File: config.mk
export PLATFORM = sky130hd
export DESIGN_NAME = base58_encoder
export DESIGN_NICKNAME = d
export VERILOG_FILES = /design/src/hdl/b58enc_pkg.sv /design/src/hdl/base58_encoder.sv /design/src/hdl/b58enc_digit_step.sv
export SDC_FILE = /design/constraint.sdc
export NUM_CORES = 1
export LEC_CHECK = 0
export BUFFER_PORTS_ARGS = -buffer_cell sky130_fd_sc_hd__buf_2
export CAP_MARGIN = 20
export CORE_AREA = 2 2 214 268
export CTS_CLUSTER_DIAMETER = 40
export CTS_CLUSTER_SIZE = 14
export DETAILED_ROUTE_END_ITERATION = 12
export DIE_AREA = 0 0 216 270
export GPL_TIMING_DRIVEN = 1
export SYNTH_ARGS = -nofsm -noshare
export SYNTH_HDL_FRONTEND = slang
export SYNTH_HIERARCHICAL = 1
export SYNTH_SLANG_ARGS = --single-unit
File: constraint.sdc
create_clock -name clk -period 10.35 [get_ports clk]
set_input_delay 2.07 -clock clk [delete_from_list [all_inputs] [get_ports clk]]
set_output_delay 2.07 -clock clk [all_outputs]
set_load 0.03 [all_outputs]
File: src/hdl/b58enc_pkg.sv
`timescale 1ns / 1ps
`default_nettype none
// ----------------------------------------------------------------------------
// b58enc_pkg
// Shared constants, types and the alphabet lookup for the base-58 encoder.
// ----------------------------------------------------------------------------
package b58enc_pkg;

  localparam int MAX_IN_BYTES = 32;
  localparam int OUT_DIGITS   = 45;
  localparam int MAX_RESULTS  = 45;

  localparam int DIGIT_W = 6;
  localparam int IDX_W   = $clog2(OUT_DIGITS);
  localparam int CNT_W   = 6;
  localparam int CARRY_W = 8;
  localparam int SUM_W   = DIGIT_W + 8;
  localparam int SYM_W   = 7;
  localparam int TOT_W   = 8;

  // floor(x / 58) == (x * RECIP_58) >> RECIP_SHIFT for every x below 2**SUM_W.
  localparam int RECIP_SHIFT = 20;
  localparam int RECIP_58    = (2 ** RECIP_SHIFT + 57) / 58;
  localparam int RECIP_W     = 15;

  localparam logic [SYM_W-1:0] SYM_ZERO = SYM_W'(8'h72);

  typedef enum logic [2:0] {
    S_IDLE,
    S_FOLD,
    S_CHECK,
    S_ZEROS,
    S_DIG_RD,
    S_DIG_PUT
  } state_t;

  function automatic logic [SYM_W-1:0] alphabet(input logic [DIGIT_W-1:0] d);
    logic [7:0] c;
    unique case (d)
      6'd0:  c = "r";  6'd1:  c = "p";  6'd2:  c = "s";  6'd3:  c = "h";
      6'd4:  c = "n";  6'd5:  c = "a";  6'd6:  c = "f";  6'd7:  c = "3";
      6'd8:  c = "9";  6'd9:  c = "w";  6'd10: c = "B";  6'd11: c = "U";
      6'd12: c = "D";  6'd13: c = "N";  6'd14: c = "E";  6'd15: c = "G";
      6'd16: c = "H";  6'd17: c = "J";  6'd18: c = "K";  6'd19: c = "L";
      6'd20: c = "M";  6'd21: c = "4";  6'd22: c = "P";  6'd23: c = "Q";
      6'd24: c = "R";  6'd25: c = "S";  6'd26: c = "T";  6'd27: c = "7";
      6'd28: c = "V";  6'd29: c = "W";  6'd30: c = "X";  6'd31: c = "Y";
      6'd32: c = "Z";  6'd33: c = "2";  6'd34: c = "b";  6'd35: c = "c";
      6'd36: c = "d";  6'd37: c = "e";  6'd38: c = "C";  6'd39: c = "g";
      6'd40: c = "6";  6'd41: c = "5";  6'd42: c = "j";  6'd43: c = "k";
      6'd44: c = "m";  6'd45: c = "8";  6'd46: c = "o";  6'd47: c = "F";
      6'd48: c = "q";  6'd49: c = "i";  6'd50: c = "1";  6'd51: c = "t";
      6'd52: c = "u";  6'd53: c = "v";  6'd54: c = "A";  6'd55: c = "x";
      6'd56: c = "y";  6'd57: c = "z";
      default: c = 8'h00;
    endcase
    return c[SYM_W-1:0];
  endfunction

endpackage
`default_nettype wire

File: src/hdl/base58_encoder.sv
`timescale 1ns / 1ps
`default_nettype none
// ----------------------------------------------------------------------------
// base58_encoder
// Streaming base-58 encoder with the ripple alphabet.
// ----------------------------------------------------------------------------
// Bytes of a message arrive most significant first, the final byte marked by
// tlast, and the base-58 text leaves as one character per transfer, the final
// one marked by tlast; tuser high flags an error transfer (input over 32 bytes
// or text longer than max_out_len or 45 characters) whose character is zero.
// A leading zero byte, a byte past the limit or a byte after an overflow is
// taken without a fold. Every other byte ripples the whole 45-digit store once
// through a single divide-by-58 unit, one digit per cycle, with one read and
// one write of the digit store in each cycle, and the input is not ready
// again until the fold is through. After the final byte it checks the length,
// sends one 'r' per leading zero byte, then for each further character reads
// the store, then loads the output register; the output side can stall it.
// ----------------------------------------------------------------------------
module base58_encoder
  import b58enc_pkg::*;
(
  input  wire logic       clk,
  input  wire logic       rst,

  input  wire logic       cfg_we,
  input  wire logic [7:0] cfg_wdata,      // max_out_len

  input  wire logic       s_axis_tvalid,
  output logic            s_axis_tready,
  input  wire logic [7:0] s_axis_tdata,   // [7:0] byte_value
  input  wire logic       s_axis_tlast,   // last_byte

  output logic            m_axis_tvalid,
  input  wire logic       m_axis_tready,
  output logic [7:0]      m_axis_tdata,   // [6:0] symbol, [7] zero
  output logic            m_axis_tlast,   // last_symbol
  output logic            m_axis_tuser    // overflow
);

  state_t state, state_next;

  logic [7:0]         max_out_len;
  logic [IDX_W-1:0]   idx, idx_next;
  logic [CARRY_W-1:0] carry, carry_next;
  logic               last_pend, last_pend_next;
  logic [CNT_W-1:0]   lzc, lzc_next;
  logic               nz_seen, nz_seen_next;
  logic [CNT_W-1:0]   byte_count, byte_count_next;
  logic               too_long, too_long_next;
  logic [IDX_W-1:0]   first, first_next;
  logic [CNT_W-1:0]   zcnt, zcnt_next;

  logic [DIGIT_W-1:0] mem [OUT_DIGITS];
  logic [OUT_DIGITS-1:0] valid;
  logic [IDX_W-1:0]   rd_addr;
  logic [DIGIT_W-1:0] rd_data;
  logic               rd_vld;
  logic [DIGIT_W-1:0] digit_eff;
  logic               mem_we;

  logic [DIGIT_W-1:0] step_digit;
  logic [CARRY_W-1:0] step_carry;

  logic               out_free;
  logic               load_out;
  logic [SYM_W-1:0]   out_sym;
  logic               out_last;
  logic               out_ovf;
  logic               clear;

  logic [TOT_W-1:0]   sig;
  logic [TOT_W-1:0]   total;
  logic               err;
  logic [CNT_W-1:0]   zcnt_inc;

  assign digit_eff = rd_vld ? rd_data : '0;
  assign out_free  = !m_axis_tvalid || m_axis_tready;
  assign s_axis_tready = (state == S_IDLE);

  assign sig   = TOT_W'(OUT_DIGITS) - TOT_W'(first);
  assign total = TOT_W'(lzc) + sig;
  assign err   = too_long || (total > max_out_len) || (total > TOT_W'(MAX_RESULTS))
                 || (total == '0);
  assign zcnt_inc = zcnt + CNT_W'(1);

  b58enc_digit_step u_step (
    .digit     (digit_eff),
    .carry_in  (carry),
    .digit_out (step_digit),
    .carry_out (step_carry)
  );

  always_ff @(posedge clk) begin
    if (mem_we) begin
      mem[idx] <= step_digit;
    end
    rd_data <= mem[rd_addr];
  end

  always_ff @(posedge clk) begin
    if (rst || clear) begin
      valid  <= '0;
      rd_vld <= 1'b0;
    end else begin
      if (mem_we) begin
        valid[idx] <= 1'b1;
      end
      rd_vld <= valid[rd_addr];
    end
  end

  always_ff @(posedge clk) begin
    if (rst) begin
      state       <= S_IDLE;
      max_out_len <= 8'hFF;
      idx         <= '0;
      carry       <= '0;
      last_pend   <= 1'b0;
      lzc         <= '0;
      nz_seen     <= 1'b0;
      byte_count  <= '0;
      too_long    <= 1'b0;
      first       <= IDX_W'(OUT_DIGITS);
      zcnt        <= '0;
      m_axis_tvalid <= 1'b0;
    end else begin
      state      <= state_next;
      idx        <= idx_next;
      carry      <= carry_next;
      last_pend  <= last_pend_next;
      lzc        <= lzc_next;
      nz_seen    <= nz_seen_next;
      byte_count <= byte_count_next;
      too_long   <= too_long_next;
      first      <= first_next;
      zcnt       <= zcnt_next;
      if (cfg_we) begin
        max_out_len <= cfg_wdata;
      end
      if (load_out) begin
        m_axis_tvalid <= 1'b1;
      end else if (m_axis_tready) begin
        m_axis_tvalid <= 1'b0;
      end
    end
  end

  always_ff @(posedge clk) begin
    if (load_out) begin
      m_axis_tdata <= {1'b0, out_sym};
      m_axis_tlast <= out_last;
      m_axis_tuser <= out_ovf;
    end
  end

  always_comb begin
    state_next      = state;
    idx_next        = idx;
    carry_next      = carry;
    last_pend_next  = last_pend;
    lzc_next        = lzc;
    nz_seen_next    = nz_seen;
    byte_count_next = byte_count;
    too_long_next   = too_long;
    first_next      = first;
    zcnt_next       = zcnt;
    rd_addr         = idx;
    mem_we          = 1'b0;
    load_out        = 1'b0;
    out_sym         = '0;
    out_last        = 1'b0;
    out_ovf         = 1'b0;
    clear           = 1'b0;

    unique case (state)
      S_IDLE: begin
        rd_addr = IDX_W'(OUT_DIGITS - 1);
        if (s_axis_tvalid) begin
          last_pend_next = s_axis_tlast;
          state_next     = s_axis_tlast ? S_CHECK : S_IDLE;
          if (byte_count >= CNT_W'(MAX_IN_BYTES)) begin
            too_long_next = 1'b1;
          end else begin
            byte_count_next = byte_count + CNT_W'(1);
            if (!too_long) begin
              if (!nz_seen && (s_axis_tdata == 8'h00)) begin
                lzc_next = lzc + CNT_W'(1);
              end else begin
                nz_seen_next = 1'b1;
                carry_next   = s_axis_tdata;
                idx_next     = IDX_W'(OUT_DIGITS - 1);
                state_next   = S_FOLD;
              end
            end
          end
        end
      end

      S_FOLD: begin
        mem_we     = 1'b1;
        rd_addr    = (idx == '0) ? idx : idx - IDX_W'(1);
        carry_next = step_carry;
        if ((step_digit != '0) && (idx < first)) begin
          first_next = idx;
        end
        if (idx == '0) begin
          if (step_carry != '0) begin
            too_long_next = 1'b1;
          end
          state_next = last_pend ? S_CHECK : S_IDLE;
        end else begin
          idx_next = idx - IDX_W'(1);
        end
      end

      S_CHECK: begin
        if (err) begin
          if (out_free) begin
            load_out = 1'b1;
            out_last = 1'b1;
            out_ovf  = 1'b1;
            clear    = 1'b1;
            state_next = S_IDLE;
          end
        end else begin
          zcnt_next  = '0;
          idx_next   = first;
          state_next = (lzc != '0) ? S_ZEROS : S_DIG_RD;
        end
      end

      S_ZEROS: begin
        if (out_free) begin
          load_out  = 1'b1;
          out_sym   = SYM_ZERO;
          out_last  = (zcnt_inc == lzc) && (first == IDX_W'(OUT_DIGITS));
          zcnt_next = zcnt_inc;
          if (zcnt_inc == lzc) begin
            if (first == IDX_W'(OUT_DIGITS)) begin
              clear      = 1'b1;
              state_next = S_IDLE;
            end else begin
              state_next = S_DIG_RD;
            end
          end
        end
      end

      S_DIG_RD: begin
        state_next = S_DIG_PUT;
      end

      S_DIG_PUT: begin
        if (out_free) begin
          load_out = 1'b1;
          out_sym  = alphabet(digit_eff);
          out_last = (idx == IDX_W'(OUT_DIGITS - 1));
          if (idx == IDX_W'(OUT_DIGITS - 1)) begin
            clear      = 1'b1;
            state_next = S_IDLE;
          end else begin
            idx_next   = idx + IDX_W'(1);
            state_next = S_DIG_RD;
          end
        end
      end

      default: begin
        state_next = S_IDLE;
      end
    endcase

    if (clear) begin
      lzc_next        = '0;
      nz_seen_next    = 1'b0;
      byte_count_next = '0;
      too_long_next   = 1'b0;
      first_next      = IDX_W'(OUT_DIGITS);
      last_pend_next  = 1'b0;
    end
  end

endmodule
`default_nettype wire

File: src/hdl/b58enc_digit_step.sv
`timescale 1ns / 1ps
`default_nettype none
// ----------------------------------------------------------------------------
// b58enc_digit_step
// One carry step of the fold: (digit * 256 + carry) split into a new base-58
// digit and the carry into the next more significant digit.
// ----------------------------------------------------------------------------
module b58enc_digit_step
  import b58enc_pkg::*;
(
  input  wire logic [DIGIT_W-1:0] digit,
  input  wire logic [CARRY_W-1:0] carry_in,
  output logic      [DIGIT_W-1:0] digit_out,
  output logic      [CARRY_W-1:0] carry_out
);

  logic [SUM_W-1:0]             sum;
  logic [SUM_W+RECIP_W-1:0]     prod;
  logic [CARRY_W-1:0]           quot;
  logic [SUM_W-1:0]             quot_x58;
  logic [SUM_W-1:0]             rem;

  assign sum  = {digit, 8'h00} + SUM_W'(carry_in);
  assign prod = (SUM_W+RECIP_W)'(sum) * (SUM_W+RECIP_W)'(RECIP_58);
  assign quot = prod[RECIP_SHIFT +: CARRY_W];

  // 58 * q = 64 * q - 4 * q - 2 * q
  assign quot_x58 = {quot, 6'b0} - SUM_W'({quot, 2'b0}) - SUM_W'({quot, 1'b0});
  assign rem      = sum - quot_x58;

  assign digit_out = rem[DIGIT_W-1:0];
  assign carry_out = quot;

endmodule
`default_nettype wire
; Word-level counts from Yosys, hierarchy flattened
; Memories as Yosys holds them, arrays and structs flattened. A register that Yosys moved wholly into a read port is not among the register bits.
; Cells that the tools add are included.
[word_totals]
out_inout_bits = 12
register_bits = 108
elab_cells = 161
mem_count = 2
input_bits = 22
mem_bits_rw = 270
rom_bits = 448
[mem_list]
columns = name, depth, word_bits, rd, rd_ports_with_merged_regs, write_ports, line
row1 = (name not given), 64, 7, 1, 0, 0, b58enc_pkg.sv:39  ; unique case (d)
row2 = mem, 45, 6, 1, 1, 1, base58_encoder.sv:53  ; logic [DIGIT_W-1:0] mem [OUT_DIGITS];
[op_classes]
mul = 1
bitwise = 4
eq_ne = 21
n_mux = 64
reduce_logical = 34
n_lt_le_gt_ge = 7
addsub = 11
[ops]
columns = op, count
row1 = $mux 6, 11
row2 = $or 45x45->45, 1
row3 = $mux 8, 4
row4 = $mux 3, 10
row5 = $mul 14x15->28 const B, 1
row6 = $add 6x1->6 const B, 4
row7 = $pmux 6 s2, 2
row8 = $pmux 6 s4, 1
row9 = $ne 2x2->1 const B, 11
row10 = $mux 1, 20
row11 = $reduce_and 5->1, 4
row12 = $pmux 3 s6, 1
row13 = $logic_not 8->1, 2
row14 = $pmux 8 s2, 1
row15 = $add 14x8->14, 1
row16 = $lt 6x7->1 const B, 2
row17 = $mux 7, 2
row18 = $pmux 7 s2, 1
row19 = $eq 6x6->1 const B, 2
row20 = $reduce_bool 6->1, 2
row21 = $sub 6x6->6, 2
row22 = $mux 2, 5
row23 = $add 7x7->8, 1
row24 = $gt 8x6->1 const B, 1
row25 = other kinds (31), 50

; Longest topological paths before layout
[logic_depth]
depth_word = 9
ltp_mapped = 33
mapped_depth_nobuf = 32

; Hierarchy
; Netlist, hierarchy kept.
[by_module_without_submodules]
columns = mod, cells_each, area_each_um2, seq_area_each_um2, instances
row1 = base58_encoder, 1710, 18006.0, 10480.1, 1
row2 = b58enc_digit_step, 436, 4088.9, 0.0, 1

; Least setup slack after synthesis
; OpenSTA, ideal clock, no wires.
[synth_timing]
kind = register -> register
from = register rd_vld
to = register first[0]
arrival_time_ps = 9296
period_less_slack_ps = 9416
path_buffers = 1
required_ps = 10230
path_stages_with_launch = 26
setup_time_ps = 120
setup_slack_ps = 934
cell_sequence = dfxtp_1 -> clkbuf_1 -> nand2_1 -> clkinv_1 -> fa_1 -> inv_1 -> fa_1 -> inv_1 -> fa_1 -> fa_1 -> fa_1 -> fa_1 -> ha_1 -> nand4_1 -> or3_1 -> o311ai_0 -> xor2_1 -> inv_1 -> fa_1 -> fa_1 -> xnor2_1 -> or4_1 -> nor3_1 -> a2111oi_4 -> nor2_1 -> a211o_1
[synth_between]
elab_chain_len = 9
[synth_rtl]
columns = element, line
row1 = from (decl), base58_encoder.sv:57  ; logic rd_vld;
row2 = from (signal assigned), base58_encoder.sv:108  ; rd_vld <= valid[rd_addr];
row3 = $mux 6 *, base58_encoder.sv:76  ; assign digit_eff = rd_vld ? rd_data : '0;
row4 = net digit_eff[4], base58_encoder.sv:58  ; logic [DIGIT_W-1:0] digit_eff;
row5 = $add 14x8->14 *, b58enc_digit_step.sv:23  ; assign sum = {digit, 8'h00} + SUM_W'(carry_in);
row6 = $mul 14x15->28 *, b58enc_digit_step.sv:24  ; assign prod = (SUM_W+RECIP_W)'(sum) * (SUM_W+RECIP_W)'(RECIP_58);
row7 = net step_carry[1], base58_encoder.sv:62  ; logic [CARRY_W-1:0] step_carry;
row8 = $sub 1x6->6, b58enc_digit_step.sv:28  ; assign quot_x58 = {quot, 6'b0} - SUM_W'({quot, 2'b0}) - SUM_W'({quot, 1'b0});
row9 = $sub 6x6->6 *, b58enc_digit_step.sv:28
row10 = $sub 6x6->6 *, b58enc_digit_step.sv:29  ; assign rem = sum - quot_x58;
row11 = net step_digit[4], base58_encoder.sv:61  ; logic [DIGIT_W-1:0] step_digit;
row12 = $reduce_bool 6->1 *, base58_encoder.sv:203  ; if ((step_digit != '0) && (idx < first)) begin
row13 = $logic_and 1x1->1 *, base58_encoder.sv:203
row14 = $reduce_and 2->1 (no line) *, n/a
row15 = to (signal assigned), base58_encoder.sv:123  ; first <= IDX_W'(OUT_DIGITS);
row16 = to (signal assigned), base58_encoder.sv:135  ; first <= first_next;
row17 = to (decl), base58_encoder.sv:50  ; logic [IDX_W-1:0] first, first_next;
; The timed path passes the listed nets; every way through them passes the cells marked *.
; A chain may end at the register's enable or synchronous reset.

; Worst setup path after layout
[layout_timing]
from = register rd_vld
to = register first[3]
; Same word-level chain as after synthesis.

==> results.tsv <==
stage	metric	value	unit
sta	Period Utilization, post-route	93.9	%
layout	area of all placed cells without fillers	0.0247	mm²
placed_design	pre-CTS worst setup slack	0.684	ns
job	reported max-cap violation count	0	
die	Die W	216	µm
clock_tree	TritonCTS clock tree	done	
worst_setup_path	most used cell along the critical path	sky130_fd_sc_hd__fa_1	
die	floorplan die area	0.0583	mm²
worst_setup_path	worst-path cell with the longest stage delay	sky130_fd_sc_hd__fa_1	
placed_design	Port Buf Inserts	32	
synth	Seq cells post-synth	384	
sta	setup ws final	0.632	ns
sta	final critical-path required period	9.72	ns
sta	Fmax achieved	103	MHz
grt	pin count of the biggest net entering global routing	84	
synth	Main synth FF type	sky130_fd_sc_hd__edfxtp_1	
layout	count of nets after finishing	2393	
clock_tree	number of CTS-inserted buffers	54	
clock_tree	number of instances resized during post-cts repair	0	
sta	number of failing hold endpoints at the final stage	0	
synth	Post-synth EDFFs	279	
sta	total count of max-transition violations in the final report	0	
worst_setup_path	Critical Path Source Type	register	
layout	antenna fix cells	0	
placed_design	post-placement cell area	0.0229	mm²
worst_setup_path	critical-path maximum fanout	11	
synth	synthesized cell area	0.0221	mm²
synth	number of warning messages in the yosys log	6	
worst_setup_path	data required time of the critical path	10.81	ns
clock_tree	Sink Count	384	
clock_tree	clock transition at the registers of the reported paths	0.05	ns
worst_setup_path	number of cells on the worst reg-to-reg path	28	
detailed_routing	Detailed Route WL	60400	µm
clock_tree	H-tree depth	2	
layout	ratio of cells with drive above 1 in the final layout	8.82	%
worst_hold_path	classification of the worst-slack hold path	reg2reg	
layout	area growth from synthesis to layout	11.8	%
detailed_routing	number of violations reported at the end of detailed-routing iteration 0	1235	
synth	library cells used by synthesis	89	
detailed_routing	via/cell ratio	5.62	
detailed_routing	DR DRC count	0	
die	total core area	0.0558	mm²
synth	most area-consuming cells after synthesis	sky130_fd_sc_hd__edfxtp_1 38%, sky130_fd_sc_hd__dfxtp_1 9.5%, sky130_fd_sc_hd__ha_1 9.3%	
grt	GR Overflow Total	0	
grt	combined global-route utilization of all metal layers	20.9	%
clock_tree	maximum root-to-sink buffer count	3	
synth	sequential cell area fraction in the yosys report	47.4	%
worst_setup_path	kind of critical path	reg2reg	
sta	total negative setup slack	0	ns
worst_hold_path	hold-critical path depth	2	
grt	antenna violations before repair	0	
grt	number of global-route vias before repair	16789	
grt	global-route wire length before repair	95900	µm
layout	most used cells in the layout excluding fill and tap cells	290 x sky130_fd_sc_hd__nand2_1, 279 x sky130_fd_sc_hd__edfxtp_1, 220 x sky130_fd_sc_hd__nor2_1, 173 x sky130_fd_sc_hd__inv_1, 164 x sky130_fd_sc_hd__ha_1	
placed_design	last weighted congestion value of the routability-driven placer	0.883	
clock_tree	post-CTS setup-driven buffer insertion count	0	
synth	cell type contributing the most total cell area after synthesis	sky130_fd_sc_hd__edfxtp_1	
detailed_routing	via count	16459	
sta	Fin Clk Skew	0.0333	ns
placed_design	HPWL Detailed	41100	µm
detailed_routing	wire length per cell	20.6	µm
synth	net count of the mapped netlist	2396	
clock_tree	source-to-sink clock delay at the later pin of the worst-skew pair	0.61	ns
outcome	result of the run	finished, final reports clean	
synth	post-synth top area share	37.9	%
worst_setup_path	data arrival time of the worst path	10.18	ns
worst_setup_path	crit path capture type	register	
die	count of pins on the block boundary	34	
synth	asr flop ratio synth	0	%
sta	# setup viols final	0	
synth	Post-Synthesis Cells	2146	
die	Die Ht	270	µm
die	site row count	97	
clock_tree	Clock Tree Root	sky130_fd_sc_hd__clkbuf_16	
sta	Worst Max-Slew Pin Slew	1.15	ns
worst_setup_path	worst stage delay on the critical path	0.59	ns
sta	Worst slew margin	23.6	%
synth	post-synthesis area per instance	10.3	µm²
clock_tree	Post-CTS Hold Buffers	0	
die	Initial Utilization	39.6	%
detailed_routing	number of detailed-routing iterations run before antenna repair	5	
layout	most common library cell in the layout ignoring fill and taps	sky130_fd_sc_hd__nand2_1	
sta	setup repair after global routing missed its margin	false	
detailed_routing	count of nets left with antenna violations after detail routing	0	
state kept, by name (all words and copies together) (netlist names):
register	cells
too_long	1
m_axis_tlast	1
idx	6
last_pend	1
lzc	6
m_axis_tuser	1
carry	8
rd_vld	1
state	3
rd_data	6
m_axis_tdata	7
first	6
nz_seen	1
max_out_len	8
valid	45
m_axis_tvalid	1
mem	270
zcnt	6
byte_count	6
through the flow:
step	hold slack (ns)	utilization (%)	instances
6_report	0.465	44.2	2930
5_1_grt	0.484	44.2	2930
4_1_cts	0.472	44.2	2930
3_5_place_dp	0.458	41.0	2829
3_3_place_gp	0.449	41.0	2829
2_1_floorplan	0.436	-	2146
area by class of cell:
type	instances	area, µm²
Clock inverter	37	379
Tap cell	742	928
Clock buffer	64	1440
Timing Repair Buffer	57	348
Inverter	175	657
Fill cell	5238	31100
Sequential cell	384	10500
Multi-Input combinational cell	1471	10500
metal layers:
layer | share of wire, % | vias to the layer above | global-route usage (%)
li1 | - | 7696 | -
met1 | 42 | 8114 | 26.1
met2 | 49 | 501 | 35.5
met3 | 5.1 | 148 | 3.09
met4 | 4.5 | 0 | 9.53
met5 | 0 | - | 0
worst max-delay path: cells and delay by family, from the launching register on:
family	cells	cell delay [ns]
simple gates	5	1.85
buf+inv	5	0.68
flops	1	0.54
fa+ha+maj	9	4.13
xor+xnor	4	1.05
compound gates	5	1.35
final timing paths:
| path | start | endpoint | slack, ns |
|---|---|---|---|
| hold / removal | nz_seen$_SDFFE_PP0P_ | nz_seen$_SDFFE_PP0P_ | 0.47 |
| hold reg to reg | nz_seen$_SDFFE_PP0P_ | nz_seen$_SDFFE_PP0P_ | 0.47 |
| setup / recovery | rd_vld$_SDFF_PP0_ | first[3]$_SDFFE_PP1P_ | 0.63 |
| setup reg to reg | rd_vld$_SDFF_PP0_ | first[3]$_SDFFE_PP1P_ | 0.63 |
cells in the mapped netlist, drive strengths merged, types with 9 or more instances:
library cell and count:
nand2 293, edfxtp 279, nor2 220, inv 174, ha 164, dfxtp 105, nand3 88, a21oi 76
fa 64, o21ai 60, buf 58, clkbuf 58, a211oi 46, and3 46, mux2i 44, a31oi 41
a311oi 31, o211ai 25, xnor2 22, xor2 22, nor3 18, nand4 16, a2111oi 12, or2 12
or3 12, a211o 11, a21o 11, o221ai 10, o22ai 9
kinds of logic (layout without fill, tap and decap cells):
logic type	after synthesis	after routing	share of synthesized area, %
and+or+nand+nor	746	746	14.9
AOI/OAI and AO/OA	402	402	13.0
DFF	384	384	47.4
buffers and inverters	291	333	5.45
adders and majority gates	228	228	15.1
muxes	49	49	2.25
xor gates and xnor gates	45	45	1.88
other	1	1	0.0170
Power is not shown: default switching activity piles up to over one toggle a cycle in this logic, so the estimate is an artifact.
